[config.mk]
export PLATFORM = sky130hd
export DESIGN_NAME = onewire_bus_master
export DESIGN_NICKNAME = d
export VERILOG_FILES = /design/src/rtl/owm_pkg.sv /design/src/rtl/onewire_bus_master.sv
export SDC_FILE = /design/constraint.sdc
export NUM_CORES = 1
export LEC_CHECK = 0
export BUFFER_PORTS_ARGS = -buffer_cell sky130_fd_sc_hd__clkbuf_2
export CAP_MARGIN = 0
export CORE_MARGIN = 1.5
export CORE_UTILIZATION = 40
export DETAILED_ROUTE_END_ITERATION = 6
export PLACE_DENSITY = 0.59
export SYNTH_ARGS = -nofsm -noshare
export SYNTH_HDL_FRONTEND = slang
export SYNTH_SLANG_ARGS = --single-unit
[constraint.sdc]
create_clock -name clk -period 7.5 [get_ports clk]
set_clock_uncertainty 0.05 [all_clocks]
set_input_delay 1.125 -clock clk [delete_from_list [all_inputs] [get_ports clk]]
set_output_delay 1.125 -clock clk [all_outputs]
set_load 0.02 [all_outputs]
[src/rtl/owm_pkg.sv]
// Shared types and constants for the One-Wire bus master.
package owm_pkg;

  localparam int CFG_W     = 12;
  localparam int REG_COUNT = 8;
  localparam int ADDR_W    = 5;
  localparam int BYTE_W    = 8;
  localparam int IN_W      = 16;
  localparam int OUT_W     = 16;

  typedef enum logic [1:0] {
    MODE_IDLE  = 2'd0,
    MODE_RESET = 2'd1,
    MODE_XFER  = 2'd2
  } mode_t;

  typedef enum logic [1:0] {
    ERR_NONE     = 2'd0,
    ERR_NO_DEV   = 2'd1,
    ERR_PRES_LEN = 2'd2
  } err_t;

  localparam logic [1:0] ACT_TICK  = 2'd0;
  localparam logic [1:0] ACT_RESET = 2'd1;
  localparam logic [1:0] ACT_XFER  = 2'd2;

  localparam logic [2:0] REG_SLOT_LAST       = 3'd0;
  localparam logic [2:0] REG_ZERO_LOW        = 3'd1;
  localparam logic [2:0] REG_ONE_LOW         = 3'd2;
  localparam logic [2:0] REG_READ_THRESHOLD  = 3'd3;
  localparam logic [2:0] REG_RESET_SLOT_LAST = 3'd4;
  localparam logic [2:0] REG_RESET_LOW       = 3'd5;
  localparam logic [2:0] REG_PRESENCE_MIN    = 3'd6;
  localparam logic [2:0] REG_PRESENCE_MAX    = 3'd7;

  localparam logic [CFG_W-1:0] DEF_SLOT_LAST       = 12'd70;
  localparam logic [CFG_W-1:0] DEF_ZERO_LOW        = 12'd65;
  localparam logic [CFG_W-1:0] DEF_ONE_LOW         = 12'd13;
  localparam logic [CFG_W-1:0] DEF_READ_THRESHOLD  = 12'd15;
  localparam logic [CFG_W-1:0] DEF_RESET_SLOT_LAST = 12'd2999;
  localparam logic [CFG_W-1:0] DEF_RESET_LOW       = 12'd499;
  localparam logic [CFG_W-1:0] DEF_PRESENCE_MIN    = 12'd74;
  localparam logic [CFG_W-1:0] DEF_PRESENCE_MAX    = 12'd299;

  localparam logic [3:0] BITS_PER_BYTE = 4'd8;

endpackage

[src/rtl/onewire_bus_master.sv]
// One-Wire bus master: timing state machine, register file and result register.
// The result of an item is written to the output register when the item is accepted.
// Throughput: one item per cycle with no gaps while results are taken as they come;
// a result that waits in the single output register holds off the next item.
// Reset (rst_n low, synchronous): master idle, timers cleared, line seen as released,
// configuration registers back to their defaults, output register empty.
module onewire_bus_master #(
  parameter int TIMER_BITS = 12
) (
  input  logic                        clk,
  input  logic                        rst_n,
  // in_tdata: action[1:0], tx_byte[9:2], line_high[10], zero fill [15:11]
  input  logic                        in_tvalid,
  output logic                        in_tready,
  input  logic [owm_pkg::IN_W-1:0]    in_tdata,
  // out_tdata: drive_low[0], busy_res[1], done_res[2], rx_byte[10:3],
  // error_code[12:11], zero fill [15:13]
  output logic                        out_tvalid,
  input  logic                        out_tready,
  output logic [owm_pkg::OUT_W-1:0]   out_tdata,
  input  logic                        cfg_psel,
  input  logic                        cfg_penable,
  input  logic                        cfg_pwrite,
  input  logic [owm_pkg::ADDR_W-1:0]  cfg_paddr,
  input  logic [31:0]                 cfg_pwdata,
  output logic [31:0]                 cfg_prdata,
  output logic                        cfg_pready
);
  import owm_pkg::*;

  localparam int CW = (TIMER_BITS > CFG_W) ? TIMER_BITS : CFG_W;
  localparam logic [CW-1:0] TMAX_W = CW'((64'd1 << TIMER_BITS) - 64'd1);

  // Configuration registers
  logic [CFG_W-1:0] cfg_r [REG_COUNT];
  logic             cfg_wr;
  logic [2:0]       cfg_idx;

  assign cfg_pready = 1'b1;
  assign cfg_idx    = cfg_paddr[ADDR_W-1:2];
  assign cfg_wr     = cfg_psel && cfg_penable && cfg_pwrite && cfg_pready;
  assign cfg_prdata = 32'(cfg_r[cfg_idx]);

  always_ff @(posedge clk) begin
    if (!rst_n) begin
      cfg_r[REG_SLOT_LAST]       <= DEF_SLOT_LAST;
      cfg_r[REG_ZERO_LOW]        <= DEF_ZERO_LOW;
      cfg_r[REG_ONE_LOW]         <= DEF_ONE_LOW;
      cfg_r[REG_READ_THRESHOLD]  <= DEF_READ_THRESHOLD;
      cfg_r[REG_RESET_SLOT_LAST] <= DEF_RESET_SLOT_LAST;
      cfg_r[REG_RESET_LOW]       <= DEF_RESET_LOW;
      cfg_r[REG_PRESENCE_MIN]    <= DEF_PRESENCE_MIN;
      cfg_r[REG_PRESENCE_MAX]    <= DEF_PRESENCE_MAX;
    end else if (cfg_wr) begin
      cfg_r[cfg_idx] <= cfg_pwdata[CFG_W-1:0];
    end
  end

  // Operation state
  mode_t                 mode_r, mode_c, mode_nxt;
  logic [TIMER_BITS-1:0] slot_tick_r, slot_tick_nxt;
  logic [3:0]            bit_index_r, bit_index_nxt;
  logic [BYTE_W-1:0]     tx_shift_r, tx_shift_nxt;
  logic [BYTE_W-1:0]     rx_shift_r, rx_shift_nxt;
  logic                  edge_seen_r, edge_seen_nxt;
  logic [TIMER_BITS-1:0] first_edge_r, first_edge_nxt;
  logic                  line_prev_r;
  err_t                  last_error_r, last_error_nxt;

  // Output register
  logic              out_valid_r;
  logic [OUT_W-1:0]  out_data_r;
  logic              drive_c, busy_c, done_c;

  logic              in_acc;
  logic [1:0]        action;
  logic [BYTE_W-1:0] tx_byte;
  logic              line_high;
  logic              start;
  logic              rise;

  logic [CW-1:0]         tick_w;
  logic [CW-1:0]         slot_lim_w, reset_lim_w;
  logic [CW-1:0]         raw_slot_w, raw_reset_w;
  logic [TIMER_BITS-1:0] pres_len;
  logic [CW-1:0]         pres_len_w;
  logic [CFG_W-1:0]      low_ticks;
  logic                  rx_bit;
  logic [3:0]            bit_index_inc;

  assign in_tready = !out_valid_r || out_tready;
  assign in_acc    = in_tvalid && in_tready;
  assign action    = in_tdata[1:0];
  assign tx_byte   = in_tdata[9:2];
  assign line_high = in_tdata[10];

  assign start = (mode_r == MODE_IDLE) && ((action == ACT_RESET) || (action == ACT_XFER));
  assign rise  = !line_prev_r && line_high;

  // Slot limits saturate to the largest timer value.
  assign raw_slot_w  = CW'(cfg_r[REG_SLOT_LAST]);
  assign raw_reset_w = CW'(cfg_r[REG_RESET_SLOT_LAST]);
  assign slot_lim_w  = (raw_slot_w > TMAX_W) ? TMAX_W : raw_slot_w;
  assign reset_lim_w = (raw_reset_w > TMAX_W) ? TMAX_W : raw_reset_w;

  // Mode in effect for this item: a command taken while idle starts at once.
  always_comb begin
    mode_c = mode_r;
    if (start) begin
      mode_c = (action == ACT_RESET) ? MODE_RESET : MODE_XFER;
    end
  end

  // Next mode
  always_comb begin
    mode_nxt = mode_c;
    if (done_c) begin
      mode_nxt = MODE_IDLE;
    end
  end

  // Datapath and outputs
  always_comb begin
    slot_tick_nxt  = start ? '0 : slot_tick_r;
    bit_index_nxt  = start ? '0 : bit_index_r;
    edge_seen_nxt  = start ? 1'b0 : edge_seen_r;
    first_edge_nxt = start ? '0 : first_edge_r;
    last_error_nxt = start ? ERR_NONE : last_error_r;
    tx_shift_nxt   = (start && action == ACT_XFER) ? tx_byte : tx_shift_r;
    rx_shift_nxt   = (start && action == ACT_XFER) ? '0 : rx_shift_r;

    tick_w        = CW'(slot_tick_nxt);
    pres_len      = slot_tick_nxt - first_edge_nxt;
    pres_len_w    = CW'(pres_len);
    low_ticks     = tx_shift_nxt[0] ? cfg_r[REG_ONE_LOW] : cfg_r[REG_ZERO_LOW];
    rx_bit        = 1'b0;
    bit_index_inc = bit_index_nxt + 4'd1;
    drive_c       = 1'b0;
    busy_c        = 1'b0;
    done_c        = 1'b0;

    case (mode_c)
      MODE_RESET: begin
        busy_c  = 1'b1;
        drive_c = tick_w < CW'(cfg_r[REG_RESET_LOW]);
        if (rise) begin
          if (!edge_seen_nxt) begin
            edge_seen_nxt  = 1'b1;
            first_edge_nxt = slot_tick_nxt;
          end else begin
            // A rise after the recorded edge ends the presence pulse.
            last_error_nxt = ((pres_len_w < CW'(cfg_r[REG_PRESENCE_MIN])) ||
                              (pres_len_w > CW'(cfg_r[REG_PRESENCE_MAX])))
                             ? ERR_PRES_LEN : ERR_NONE;
            done_c = 1'b1;
          end
        end
        if (!done_c && (tick_w >= reset_lim_w)) begin
          last_error_nxt = ERR_NO_DEV;
          done_c         = 1'b1;
        end
        if (done_c) begin
          slot_tick_nxt = '0;
          edge_seen_nxt = 1'b0;
        end else begin
          slot_tick_nxt = slot_tick_nxt + 1'b1;
        end
      end
      MODE_XFER: begin
        busy_c  = 1'b1;
        drive_c = tick_w < CW'(low_ticks);
        if (rise && !edge_seen_nxt) begin
          edge_seen_nxt  = 1'b1;
          first_edge_nxt = slot_tick_nxt;
        end
        if (tick_w >= slot_lim_w) begin
          rx_bit = edge_seen_nxt &&
                   (CW'(first_edge_nxt) <= CW'(cfg_r[REG_READ_THRESHOLD]));
          rx_shift_nxt  = {rx_bit, rx_shift_nxt[BYTE_W-1:1]};
          tx_shift_nxt  = {1'b0, tx_shift_nxt[BYTE_W-1:1]};
          bit_index_nxt = bit_index_inc;
          edge_seen_nxt = 1'b0;
          slot_tick_nxt = '0;
          if (bit_index_inc >= BITS_PER_BYTE) begin
            done_c        = 1'b1;
            bit_index_nxt = '0;
          end
        end else begin
          slot_tick_nxt = slot_tick_nxt + 1'b1;
        end
      end
      default: begin
      end
    endcase
  end

  always_ff @(posedge clk) begin
    if (!rst_n) begin
      mode_r       <= MODE_IDLE;
      slot_tick_r  <= '0;
      bit_index_r  <= '0;
      tx_shift_r   <= '0;
      rx_shift_r   <= '0;
      edge_seen_r  <= 1'b0;
      first_edge_r <= '0;
      line_prev_r  <= 1'b1;
      last_error_r <= ERR_NONE;
      out_valid_r  <= 1'b0;
    end else begin
      if (in_acc) begin
        mode_r       <= mode_nxt;
        slot_tick_r  <= slot_tick_nxt;
        bit_index_r  <= bit_index_nxt;
        tx_shift_r   <= tx_shift_nxt;
        rx_shift_r   <= rx_shift_nxt;
        edge_seen_r  <= edge_seen_nxt;
        first_edge_r <= first_edge_nxt;
        line_prev_r  <= line_high;
        last_error_r <= last_error_nxt;
        out_valid_r  <= 1'b1;
      end else if (out_tready) begin
        out_valid_r <= 1'b0;
      end
    end
  end

  always_ff @(posedge clk) begin
    if (in_acc) begin
      out_data_r <= OUT_W'({last_error_nxt, rx_shift_nxt, done_c, busy_c, drive_c});
    end
  end

  assign out_tvalid = out_valid_r;
  assign out_tdata  = out_data_r;

  // A finished operation is still reported as busy on its last tick.
  assert property (@(posedge clk) disable iff (!rst_n)
    out_valid_r |-> (!out_data_r[2] || out_data_r[1]))
    else $error("done without busy in result");

  // The slot timer rests at zero and no edge is recorded whenever the master is idle.
  assert property (@(posedge clk) disable iff (!rst_n)
    (mode_r == MODE_IDLE) |-> (slot_tick_r == '0) && !edge_seen_r)
    else $error("idle master with running slot timer");

  // The bit counter never reaches a full byte between items.
  assert property (@(posedge clk) disable iff (!rst_n)
    bit_index_r < BITS_PER_BYTE)
    else $error("bit counter out of range");

  // An item taken while idle that starts no operation yields a result that is not busy.
  assert property (@(posedge clk) disable iff (!rst_n)
    (in_acc && (mode_r == MODE_IDLE) && (action != ACT_RESET) && (action != ACT_XFER))
    |=> (out_valid_r && !out_data_r[1]))
    else $error("idle tick reported busy");

endmodule

* Yosys cells after proc, flatten, opt, wreduce, memory -nomap -nowiden
Memories as Yosys holds them, arrays and structs flattened.
Index checks and enable logic that the tools add are counted.
Widths: inputs -> output; s select.
** Operators by class
- $add $sub $neg :: 3
- Magnitude comparators :: 10
- Equality and inequality tests :: 4
- Muxes and demuxes :: 58
- Reduce and logical (&&, ||, !) cells :: 20
** Operator list (count)
- $mux 12 :: 12
- $mux 8 :: 6
- $pmux 12 s2 :: 2
- $lt 12x12->1 :: 3
- $ge 12x12->1 :: 2
- $gt 12x12->1 const B :: 2
- $mux 1 :: 21
- $mux 2 :: 9
- $mux 4 :: 4
- $add 12x1->12 const B :: 1
- $gt 12x12->1 :: 1
- $le 12x12->1 :: 1
- $reduce_or 12->1 :: 1
- $sub 12x12->12 :: 1
- $logic_and 1x1->1 :: 9
- $pmux 1 s2 :: 3
- $add 4x1->4 const B :: 1
- $eq 2x1->1 const B :: 2
- $eq 2x2->1 const B :: 2
- $ge 4x4->1 const B :: 1
- $logic_not 1->1 :: 4
- $logic_or 1x1->1 :: 3
- $mux 3 :: 1
- $logic_not 2->1 :: 1
- other kinds (2) :: 2
** Storage, ports and cells
- Register bits after elaboration :: 64
- Memory bits (writable) :: 96
- Output and inout bits :: 51
- Word-level logic and storage cells :: 107
- Memories kept :: 1
** Memories
- cfg_r :: words 8, bits a word 12, read ports 9, clocked after Yosys merged registers in 0, wr ports 8, line onewire_bus_master.sv:35 : logic [CFG_W-1:0] cfg_r [REG_COUNT];

* Longest topological paths before layout
Gate-level depths: netlist of run 1.
- Depth in word-level cells :: 13
- Depth in mapped cells :: 22

* Worst setup path after synthesis of run 1
OpenSTA, ideal clock, no wires.
- Path kind :: input to register
- Start :: input port in_tdata[0] (netlist bit)
- End :: register last_error_r[1]
- Data arrival time :: 5388 ps
- Setup slack :: 1988 ps
- Stages on the path :: 21
- Buffers on the path :: 4
- Cells stage by stage :: inv_1 > ha_1 > or3_1 > clkbuf_1 > clkbuf_1 > clkbuf_1 > clkbuf_1 > nand2_1 > ha_1 > a21oi_1 > nand2_1 > a221oi_1 > a22oi_1 > a221oi_1 > xnor2_1 > ha_1 > nand4_1 > a211o_1 > a311oi_1 > a31oi_1 > a31oi_1
** Between the ends
- Longest elaborated chain between the ends :: 12
- Elaborated cells between the ends (all ways) :: 26
** Ends and longest elaborated chain
- start: declaration :: line onewire_bus_master.sv:15 : input logic [owm_pkg::IN_W-1:0] in_tdata,
- $eq 2x1->1 or $eq 2x2->1 (tied branches) :: line onewire_bus_master.sv:97, onewire_bus_master.sv:110
- $logic_or 1x1->1 :: line onewire_bus_master.sv:97 : assign start = (mode_r == MODE_IDLE) && ((action == ACT_RESET) || (action == ACT_XFER));
- $logic_and 1x1->1 :: line onewire_bus_master.sv:97
- $mux 12, on equally long branches :: line onewire_bus_master.sv:124, onewire_bus_master.sv:127
- $sub 12x12->12 :: line onewire_bus_master.sv:133 : pres_len = slot_tick_nxt - first_edge_nxt;
- $lt 12x12->1 or $gt 12x12->1 (tied branches) :: line onewire_bus_master.sv:152, onewire_bus_master.sv:153
- $logic_or 1x1->1 :: line onewire_bus_master.sv:152 : last_error_nxt = ((pres_len_w < CW'(cfg_r[REG_PRESENCE_MIN])) ||
- $mux 2 :: line onewire_bus_master.sv:154 : ? ERR_PRES_LEN : ERR_NONE;
- $mux 2 :: line onewire_bus_master.sv:147 : if (!edge_seen_nxt) begin
- $mux 2 :: line onewire_bus_master.sv:146 : if (rise) begin
- $mux 2 :: line onewire_bus_master.sv:158 : if (!done_c && (tick_w >= reset_lim_w)) begin
- $mux 2 (*) :: line onewire_bus_master.sv:142 : case (mode_c)
- end signal: assignment :: line onewire_bus_master.sv:219 : last_error_r <= last_error_nxt;
- end: declaration :: line onewire_bus_master.sv:68 : err_t last_error_r, last_error_nxt;
Mark *: on every way between the ends. The rest lies on a longest branch, timed or not. The select of a mux whose other input is x is not followed.
A chain may end at the register's enable or synchronous reset.

* Worst setup path after layout of run 1
- Start :: input port in_tdata[0] (netlist bit)
- End :: register out_data_r[12] (netlist: out_tdata[12]), data pin
** Between the ends
- Longest elaborated chain between the ends :: 12
- Elaborated cells between the ends (all ways) :: 26
** Ends and longest elaborated chain
- $eq 2x1->1 or $eq 2x2->1 (tied branches) :: line onewire_bus_master.sv:97, onewire_bus_master.sv:110
- $logic_or 1x1->1 :: line onewire_bus_master.sv:97
- $logic_and 1x1->1 :: line onewire_bus_master.sv:97
- $mux 12, on equally long branches :: line onewire_bus_master.sv:124, onewire_bus_master.sv:127
- $sub 12x12->12 :: line onewire_bus_master.sv:133
- $lt 12x12->1 or $gt 12x12->1 (tied branches) :: line onewire_bus_master.sv:152, onewire_bus_master.sv:153
- $logic_or 1x1->1 :: line onewire_bus_master.sv:152
- $mux 2 :: line onewire_bus_master.sv:154
- $mux 2 :: line onewire_bus_master.sv:147
- $mux 2 :: line onewire_bus_master.sv:146
- $mux 2 :: line onewire_bus_master.sv:158
- $mux 2 (*) :: line onewire_bus_master.sv:142
- named net last_error_nxt[1] :: line onewire_bus_master.sv:68
- end signal: assignment :: line onewire_bus_master.sv:229 : out_data_r <= OUT_W'({last_error_nxt, rx_shift_nxt, done_c, busy_c, drive_c});
- end: declaration :: line onewire_bus_master.sv:72 : logic [OUT_W-1:0] out_data_r;
The timed path passes the listed nets; every way through them passes the cells marked *. The select of a mux whose other input is x is not followed.

==> impl_metrics.py, run 1 <==
metrics = {
    "clock_network": {
        "clk_latency_ps": 440,
        "post_cts_buffers": 0,
        "post_cts_resized": 0,
        "cts_root_buf": "clkbuf_16",
        "clk_path_buf_depth": 2,
        "cts_tree": "built",
        "cts.sinks": 160,
        "numCtsBuffers": 17,
        "cts_hold_buf": 0,
        "ctsHtreeMaxLevel": 4,
        "clkTransAtPathRegs_ps": 70,
    },
    "setup_path": {
        "path_max_fanout": 15,
        "max_stage_delay_ps": 590,
        "crit_type": "primary input to register",
        "cp_slowest_cell": "or3_1",
        "cp_common_cell": "a21oi_1",
        "cp.required_ps": 7600,
        "worstSetupStartpointType": "primary input",
        "crit_chain": "clkbuf_2 -> inv_1 -> ha_1 -> or3_1 -> and2_1 -> inv_1 -> ha_1 -> fa_1 -> inv_1 -> a21o_1 -> a21oi_1 -> a2bb2oi_1 -> a21oi_1 -> o311ai_0 -> ha_1 -> a21oi_1 -> nand2_1 -> a21oi_1 -> a311oi_1 -> a31oi_1 -> nand2_1",
        "r2r_slack_ps": 2250,
        "critPathArrivalTime_ps": 6090,
        "cp-end-kind": "register",
    },
    "floorplanning": {
        "die_width_um": 166,
        "io_pins": 111,
        "initial_core_util_pct": 40.7,
        "rows": 59,
        "die-area_mm2": 0.0274,
        "dieHeight_um": 166,
        "core_area_mm2": 0.0260,
    },
    "layout": {
        "num-fill-cells": 2536,
        "area_growth_pct": 10.9,
        "antenna_cells": 0,
        "seq_area_mm2": 0.00429,
        "multi_input_area_mm2": 0.00562,
        "layout_commonest_cell": "edfxtp_1",
        "drive_above_1_share_pct": 14.1,
        "fin_nets": 1280,
        "layout_common_cells": "edfxtp_1, inv_1, ha_1",
    },
    "power_and_ir_drop": {
        "p_comb_share_pct": 14.3,
        "p_sw_w": 0.000670,
        "p_seq_share_pct": 45.9,
        "leakagePower_nw": 5.02,
        "p_sw_share_pct": 30.6,
        "pwr-share-clk_pct": 39.8,
        "p_per_area_mw_per_mm2": 187,
        "irDropWorstVdd_uv": 139,
        "p_int_w": 0.00152,
    },
    "routing": {
        "routed_via_density": 5.72,
        "vias": 8407,
        "drt_iter0_markers": 807,
        "drc": 0,
        "routed_wl_mm": 31.9,
        "first_pass_iters": 5,
        "ant_nets": 0,
        "wl_per_cell_um": 21.7,
    },
    "synth": {
        "yosys_warnings": 0,
        "synthCells": 1077,
        "synthMuxAreaShare_pct": 7.51,
        "synth_edf_count": 109,
        "synth_fa_ha_area_share_pct": 11.8,
        "postSynth.asyncResetShare_pct": 0,
        "synth-seq-cells": 160,
        "synth_xor_area_share_pct": 1.74,
        "synth-compound-area-share_pct": 14.4,
        "synth.distinct_cells": 80,
        "ys_seq_area_share_pct": 40.6,
        "synth-main-ff-cell": "edfxtp_1",
        "synth_top_family_by_area": "simple AND/OR/NAND/NOR gates",
        "syn-cell-area_mm2": 0.0106,
        "synth_simple_gate_area_share_pct": 16.7,
        "syn_avg_cell_area_um2": 9.81,
    },
    "outcome": {
        "outcome": "complete, no violations",
    },
    "timing": {
        "finalSetupViolCount": 0,
        "post-route-period-util_pct": 79.9,
        "max_freq_mhz": 167,
        "min_period_ps": 5990,
        "finalSetupTns_ps": 0,
        "fin_ws_ps": 1510,
        "hold_viol_final": 0,
        "worst_pin_slew_ps": 1080,
        "rsz0062_at_grt": "false",
        "slew_violations": 0,
        "max_slew_margin_pct": 27.7,
    },
    "placed_design": {
        "routabilityCongestion": 0.870,
        "dp_hpwl_mm": 23.6,
        "io_buffers": 59,
        "dp_worst_setup_slack_ps": 1110,
    },
    "grt": {
        "busiest_layer": "met2",
        "grt_pass1_vias": 8029,
        "grt_use_met1_pct": 33.3,
        "overflow": 0,
        "antenna_found_initial": 0,
        "grt_first_pass_wirelength_mm": 48.2,
        "met2_usage_pct": 38.4,
        "grt_max_degree": 49,
        "grtUsageMet3_pct": 3.97,
        "grt_usage_pct": 24.1,
    },
    "job": {
        "maxCapViolations": 0,
    },
    "worst_hold_path": {
        "min_path_type": "register to register",
    },
}
-- kinds of logic (layout without fill, tap and decap cells) --
group                      Yosys count  after routing
AOI/OAI and AO/OA                  217            217
xor gates and xnor gates            21             21
adders and majority gates           99             99
buffers and inverters              174            210
DFF                                160            160
muxes                               58             58
other                                2             24
and+or+nand+nor                    346            346
-- synthesized netlist by cell type, types with 6 or more instances --
cell,count,share of area [%]
a211oi_1,11,0.78
a21boi_0,7,0.50
a21o_1,7,0.50
a21oi_1,38,1.8
a22oi_1,17,1.2
a31oi_1,7,0.41
a32o_1,8,0.76
and2_1,42,2.5
and3_1,12,0.71
buf_4,24,1.7
clkbuf_1,38,1.3
dfxtp_1,51,9.7
edfxtp_1,109,31
ha_1,97,11
inv_1,102,3.6
mux2_2,10,1.1
mux2i_1,32,3.0
mux4_2,16,3.4
nand2_1,84,3.0
nand2b_1,12,0.71
nand3_1,42,2.0
nand4_1,17,1.0
nor2_1,54,1.9
nor2b_1,10,0.59
nor3_1,26,1.2
nor4_1,6,0.36
o211ai_1,8,0.57
o21ai_0,46,2.2
o31ai_1,10,0.71
or2_2,12,0.71
or3_1,19,1.1
xnor2_1,14,1.2
xor2_1,7,0.58
-- path summary, 6_finish.rpt --
path / cells past startpoint / end / startpoint
setup / recovery: 21 / out_tdata[12] / in_tdata[0]
hold reg to reg: 2 / bit_index_r[3] / bit_index_r[3]
hold / removal: 2 / bit_index_r[3] / bit_index_r[3]
setup reg to reg: 18 / out_tdata[12] / mode_r[0]
-- worst max-delay path, delay by kind of cell --
kind            cells  cell delay, ps
buf+inv             4             420
compound gates      9            2210
simple gates        4            1110
fa+ha+maj           4            1220
-- final cells by class --
type	count	share of cell area [%]
Inverter	104	3.33
Multi-Input combinational cell	765	47.9
Sequential cell	160	36.6
Clock buffer	17	3.63
Tap cell	335	3.58
Clock inverter	15	1.41
Timing Repair Buffer	74	3.48
-- routing by layer --
layer / part of all wire [%] / wire, um
met5: 0 / 0
met3: 6.7 / 2140
met2: 46 / 14700
met4: 2.6 / 816
met1: 45 / 14300
-- sequential cells by signal, indices dropped and copies added, names as in the netlist, 2 cells and up --
name,count
cfg_r,96
out_tdata,13
first_edge_r,12
slot_tick_r,12
rx_shift_r,8
tx_shift_r,8
bit_index_r,4
last_error_r,2
mode_r,2
-- per-stage QoR --
step           hold slack (ps)  power (W)  std cells  instance area, um2  util [%]
2_1_floorplan              381    0.00123       1099               10600         -
3_3_place_gp               398    0.00133       1438               11100      42.8
3_5_place_dp               397    0.00133       1438               11100      42.8
4_1_cts                    408    0.00219       1470               11700      45.1
5_1_grt                    432    0.00226       1470               11700      45.1
6_report                   407    0.00219       1470               11700      45.1
-- power groups by stage --
| stage | sequential, W | combinational (W) | clock [W] |
|---|---|---|---|
| after floorplan | 0.00102 | 0.000209 | 0 |
| after global placement | 0.00102 | 0.000306 | 0 |
| after detailed placement | 0.00103 | 0.000309 | 0 |
| after CTS | 0.00101 | 0.000311 | 0.000877 |
| after global routing | 0.00101 | 0.000341 | 0.000915 |
| final | 0.00101 | 0.000313 | 0.000873 |
Note: power is estimated with default switching activity, not from simulation.
==> run 2: changes to the inputs <==
--- a/config.mk
+++ b/config.mk
@@ -10,7 +10,7 @@
 export CORE_MARGIN = 1.5
 export CORE_UTILIZATION = 40
 export DETAILED_ROUTE_END_ITERATION = 6
-export PLACE_DENSITY = 0.59
+export PLACE_DENSITY = 0.61
 export SYNTH_ARGS = -nofsm -noshare
 export SYNTH_HDL_FRONTEND = slang
 export SYNTH_SLANG_ARGS = --single-unit
==> constraint.sdc (replaced) <==
create_clock -name clk -period 5.3 [get_ports clk]
set_clock_uncertainty 0.05 [all_clocks]
set_input_delay 0.795 -clock clk [delete_from_list [all_inputs] [get_ports clk]]
set_output_delay 0.795 -clock clk [all_outputs]
set_load 0.02 [all_outputs]
==> impl_metrics.py, run 2 (synthesis gave the netlist of run 1 again) <==
metrics = {
    "floorplanning": {
        "core_area_mm2": 0.0260,
        "io_pins": 111,
        "dieHeight_um": 166,
        "rows": 59,
        "initial_core_util_pct": 40.7,
        "die-area_mm2": 0.0274,
        "die_width_um": 166,
    },
    "power_and_ir_drop": {
        "leakagePower_nw": 5.08,
        "p_per_area_mw_per_mm2": 257,
        "irDropWorstVdd_uv": 144,
    },
    "clock_network": {
        "post_cts_buffers": 0,
        "cts_root_buf": "clkbuf_16",
        "cts_tree": "built",
        "clk_path_buf_depth": 2,
        "cts.sinks": 160,
        "clk_latency_ps": 440,
        "post_cts_resized": 0,
        "clkTransAtPathRegs_ps": 70,
        "numCtsBuffers": 17,
        "ctsHtreeMaxLevel": 4,
        "cts_hold_buf": 0,
    },
    "layout": {
        "layout_commonest_cell": "edfxtp_1",
        "largest_reg_flops": 96,
        "layout_common_cells": "edfxtp_1, inv_1, ha_1",
        "drive_above_1_share_pct": 15.4,
        "antenna_cells": 0,
        "largest_register": "cfg_r",
        "finalNonFillerCells": 1488,
        "fin_nets": 1298,
        "area_growth_pct": 11.7,
    },
    "routing": {
        "drc": 0,
        "routed_via_density": 5.62,
        "drt_iter0_markers": 898,
        "first_pass_iters": 6,
        "routed_wl_mm": 30.6,
        "ant_nets": 0,
        "wl_per_cell_um": 20.6,
        "vias": 8361,
    },
    "timing": {
        "post-route-period-util_pct": 92.0,
        "min_period_ps": 4870,
        "hold_viol_final": 0,
        "finalSetupTns_ps": 0,
        "slew_violations": 0,
        "rsz0062_at_grt": "false",
        "worst_pin_slew_ps": 998,
        "max_slew_margin_pct": 32.9,
        "fin_ws_ps": 426,
        "max_freq_mhz": 205,
        "finalSetupViolCount": 0,
    },
    "grt": {
        "grt_first_pass_wirelength_mm": 46.5,
        "grt_max_degree": 48,
        "overflow": 0,
        "antenna_found_initial": 0,
        "grt_pass1_vias": 7993,
        "grt_usage_pct": 23.1,
    },
    "setup_path": {
        "path_max_fanout": 6,
        "critPathTopFamily": "compound AO/OA/AOI/OAI gates",
        "max_stage_delay_ps": 430,
        "cp.required_ps": 5610,
        "cp_slowest_cell": "or3_1",
        "worst-path-buf-inv": 5,
        "critPathArrivalTime_ps": 5190,
        "crit_type": "primary input to register",
        "worstSetupStartpointType": "primary input",
        "crit_chain": "clkbuf_2 -> inv_1 -> ha_1 -> or3_1 -> and2_1 -> inv_1 -> ha_1 -> fa_1 -> inv_1 -> a21o_1 -> a21oi_1 -> a2bb2oi_1 -> a21oi_1 -> o311ai_0 -> buf_4 -> ha_1 -> nand4_1 -> a211o_1 -> a311oi_1 -> a31oi_1 -> a31oi_1",
        "cp-end-kind": "register",
    },
    "placed_design": {
        "dp_hpwl_mm": 23.3,
        "io_buffers": 59,
        "dp_worst_setup_slack_ps": -17.2,
        "dpl.cell_count": 1456,
        "routabilityCongestion": 0.869,
    },
    "outcome": {
        "outcome": "complete, no violations",
    },
    "worst_hold_path": {
        "min_path_type": "register to register",
    },
    "job": {
        "maxCapViolations": 0,
    },
}
run 2: final cells by class:
class,count,area [um2]
clock buffers,18,429
clock inverters,14,120
inverters,104,390
repair buffers,92,543
fillers,2493,14200
well taps,335,419
multi-input cells,765,5610
flip-flops and latches,160,4290
run 2: layer usage:
metal | GRT usage, % | up-vias | part of all wire [%]
li1 | - | 4010 | -
met1 | 31.9 | 3969 | 46
met2 | 36.0 | 333 | 45
met3 | 3.42 | 49 | 5.7
met4 | 9.66 | 0 | 3.5
met5 | 0 | - | 0
run 2: worst reg2reg max path, cell delays in order, from the launching register on:
cell	delay (ps)
dfxtp_1	420
or3_1	530
and2_1	250
inv_1	90
ha_1	180
fa_1	210
inv_1	50
a21o_1	170
a21oi_1	240
a2bb2oi_1	330
a21oi_1	150
o311ai_0	390
buf_4	190
ha_1	160
nand4_1	150
a211o_1	310
a311oi_1	380
a31oi_1	110
a31oi_1	180
run 2: final timing paths:
check	startpoint	to	slack [ps]	cells after the start
max	in_tdata[0]	last_error_r[1]	430	21
min	bit_index_r[3]	bit_index_r[3]	410	2
max reg2reg	mode_r[0]	last_error_r[1]	700	18
min reg2reg	bit_index_r[3]	bit_index_r[3]	410	2
run 2: report_power, final:
group,internal [W],switching (W)
Combinational,0.000144,0.000295
Clock,0.000614,0.000559
Sequential,0.00138,0.0000410
Total,0.00214,0.000895
run 2: metrics by stage:
stage                     hold slack (ps)  area, um2  utilization (%)  total power [W]
after floorplan                       381      10600                -          0.00173
after global placement                400      11300             43.3          0.00188
after detailed placement              396      11300             43.3          0.00189
after CTS                             406      11800             45.4          0.00304
after global routing                  446      11800             45.4          0.00313
final                                 410      11800             45.4          0.00304
==> run 3: changes to the inputs <==
==> constraint.sdc (replaced) <==
create_clock -name clk -period 5.3 [get_ports clk]
set_clock_uncertainty 0.05 [all_clocks]
set_input_delay 0.265 -clock clk [delete_from_list [all_inputs] [get_ports clk]]
set_output_delay 0.265 -clock clk [all_outputs]
set_load 0.02 [all_outputs]
==> impl_metrics.py, run 3 (synthesis gave the netlist of run 1 again) <==
metrics = {
    "worst_hold_path": {
        "min_path_type": "primary input to register",
    },
    "power_and_ir_drop": {
        "irDropWorstVdd_uv": 202,
        "p_int_w": 0.00221,
        "p_comb_share_pct": 13.9,
        "p_seq_share_pct": 45.3,
        "leakagePower_nw": 5.06,
        "pwr-share-clk_pct": 40.7,
        "power_w": 0.00315,
        "p_sw_share_pct": 30.0,
        "p_sw_w": 0.000945,
        "p_per_area_mw_per_mm2": 267,
    },
    "timing": {
        "rsz0062_at_grt": "false",
        "slew_violations": 0,
        "finalSetupTns_ps": 0,
        "finalSetupViolCount": 0,
        "min_period_ps": 4660,
        "post-route-period-util_pct": 87.8,
        "max_freq_mhz": 215,
        "hold_viol_final": 0,
        "worst_pin_slew_ps": 1150,
        "max_slew_margin_pct": 22.8,
    },
    "clock_network": {
        "numCtsBuffers": 17,
        "cts_root_buf": "clkbuf_16",
        "ctsHtreeMaxLevel": 4,
        "cts.sinks": 160,
        "clk_path_buf_depth": 2,
        "clk_latency_ps": 440,
        "cts_hold_buf": 0,
        "post_cts_resized": 0,
        "cts_tree": "built",
        "post_cts_buffers": 0,
        "clkTransAtPathRegs_ps": 80,
    },
    "routing": {
        "drt_iter0_markers": 885,
        "routed_via_density": 5.76,
        "wl_per_cell_um": 21.6,
        "vias": 8510,
        "drc": 0,
        "first_pass_iters": 5,
        "routed_wl_mm": 31.9,
        "ant_nets": 0,
    },
    "setup_path": {
        "max_stage_delay_ps": 540,
        "crit_chain": "or3_1 -> nand2_1 -> inv_1 -> ha_1 -> a21oi_1 -> nand2_1 -> a221oi_1 -> a22oi_1 -> a221oi_1 -> xnor2_1 -> ha_1 -> nand4_1 -> a211o_1 -> a311oi_1 -> a31oi_1 -> nand2_1",
        "critPathArrivalTime_ps": 4900,
        "path_max_fanout": 8,
        "worst-path-buf-inv": 1,
        "cp-end-kind": "register",
        "cp_common_cell": "nand2_1",
        "worstSetupStartpointType": "register",
        "crit_type": "register to register",
        "cp.required_ps": 5540,
        "critPathTopFamily": "compound AO/OA/AOI/OAI gates",
        "cp_slowest_cell": "or3_1",
    },
    "outcome": {
        "outcome": "complete, no violations",
    },
    "floorplanning": {
        "rows": 59,
        "die_width_um": 166,
        "dieHeight_um": 166,
        "core_area_mm2": 0.0260,
        "io_pins": 111,
        "die-area_mm2": 0.0274,
        "initial_core_util_pct": 40.7,
    },
    "layout": {
        "num-fill-cells": 2535,
        "layout_common_cells": "edfxtp_1, inv_1, ha_1",
        "layout_commonest_cell": "edfxtp_1",
        "final_area_mm2": 0.0118,
        "area_growth_pct": 11.6,
        "fin_util_pct": 45.4,
        "largest_register": "cfg_r",
        "largest_reg_flops": 96,
        "seq_area_mm2": 0.00429,
        "fin_nets": 1287,
        "multi_input_area_mm2": 0.00561,
        "drive_above_1_share_pct": 14.8,
    },
    "grt": {
        "overflow": 0,
        "grt_first_pass_wirelength_mm": 48.3,
        "grt_pass1_vias": 8024,
        "grt_max_degree": 48,
        "antenna_found_initial": 2,
        "grt_usage_pct": 24.1,
    },
    "placed_design": {
        "dp_hpwl_mm": 23.7,
        "routabilityCongestion": 0.903,
        "io_buffers": 59,
        "place_area_mm2": 0.0112,
    },
    "job": {
        "maxCapViolations": 0,
    },
}
==> run 3: cell count changes in the layout (fill, tap and decap cells not counted), moves of 2 or more <==
cell      previous run  this run
inv_8                2         5
clkinv_8             1         3
inv_6                6         3
buf_4               33        22
==> run 3: per-stage QoR <==
step           hold slack, ps  setup WS, ps  cells
2_1_floorplan             339           648   1099
3_3_place_gp              397           520   1445
3_5_place_dp              399           479   1445
4_1_cts                  1.23           643   1477
5_1_grt                  14.5           221   1477
6_report                 10.9           644   1478
==> run 3: path summary, 6_finish.rpt <==
| check | endpoint | start | slack (ps) | depth (start not counted) |
|---|---|---|---|---|
| worst max register to register | out_tdata[12] | mode_r[0] | 640 | 16 |
| worst max-delay path | out_tdata[12] | mode_r[0] | 640 | 16 |
| worst min-delay path | out_tvalid | in_tvalid | 10 | 3 |
| worst min register to register | bit_index_r[3] | bit_index_r[3] | 410 | 2 |
==> run 3: final cells by class <==
| cell class | count | share of cell area, % |
|---|---|---|
| Sequential cell | 160 | 36.4 |
| Timing Repair Buffer | 81 | 3.90 |
| Tap cell | 335 | 3.55 |
| Clock buffer | 17 | 3.61 |
| Clock inverter | 15 | 1.57 |
| Inverter | 104 | 3.31 |
| Antenna cell | 1 | 0.0212 |
| Multi-Input combinational cell | 765 | 47.6 |
==> run 3: worst min-delay path, stage by stage <==
cell	delay [ps]
clkbuf_2	90
inv_1	40
a21oi_1	50
==> run 3: power by group through the flow <==
stage	clock (W)	sequential, W	combinational (W)
2_1_floorplan	0	0.00144	0.000295
3_3_place_gp	0	0.00145	0.000430
3_5_place_dp	0	0.00145	0.000433
4_1_cts	0.00129	0.00143	0.000437
5_1_grt	0.00134	0.00143	0.000478
6_report	0.00128	0.00143	0.000439
==> run 3: per-layer routing <==
metal,wire (um),share of wire [%],GRT usage (%)
met1,13700,43,32.7
met2,14800,46,39.0
met3,2700,8.4,4.97
met4,718,2.2,6.37
met5,0,0,0
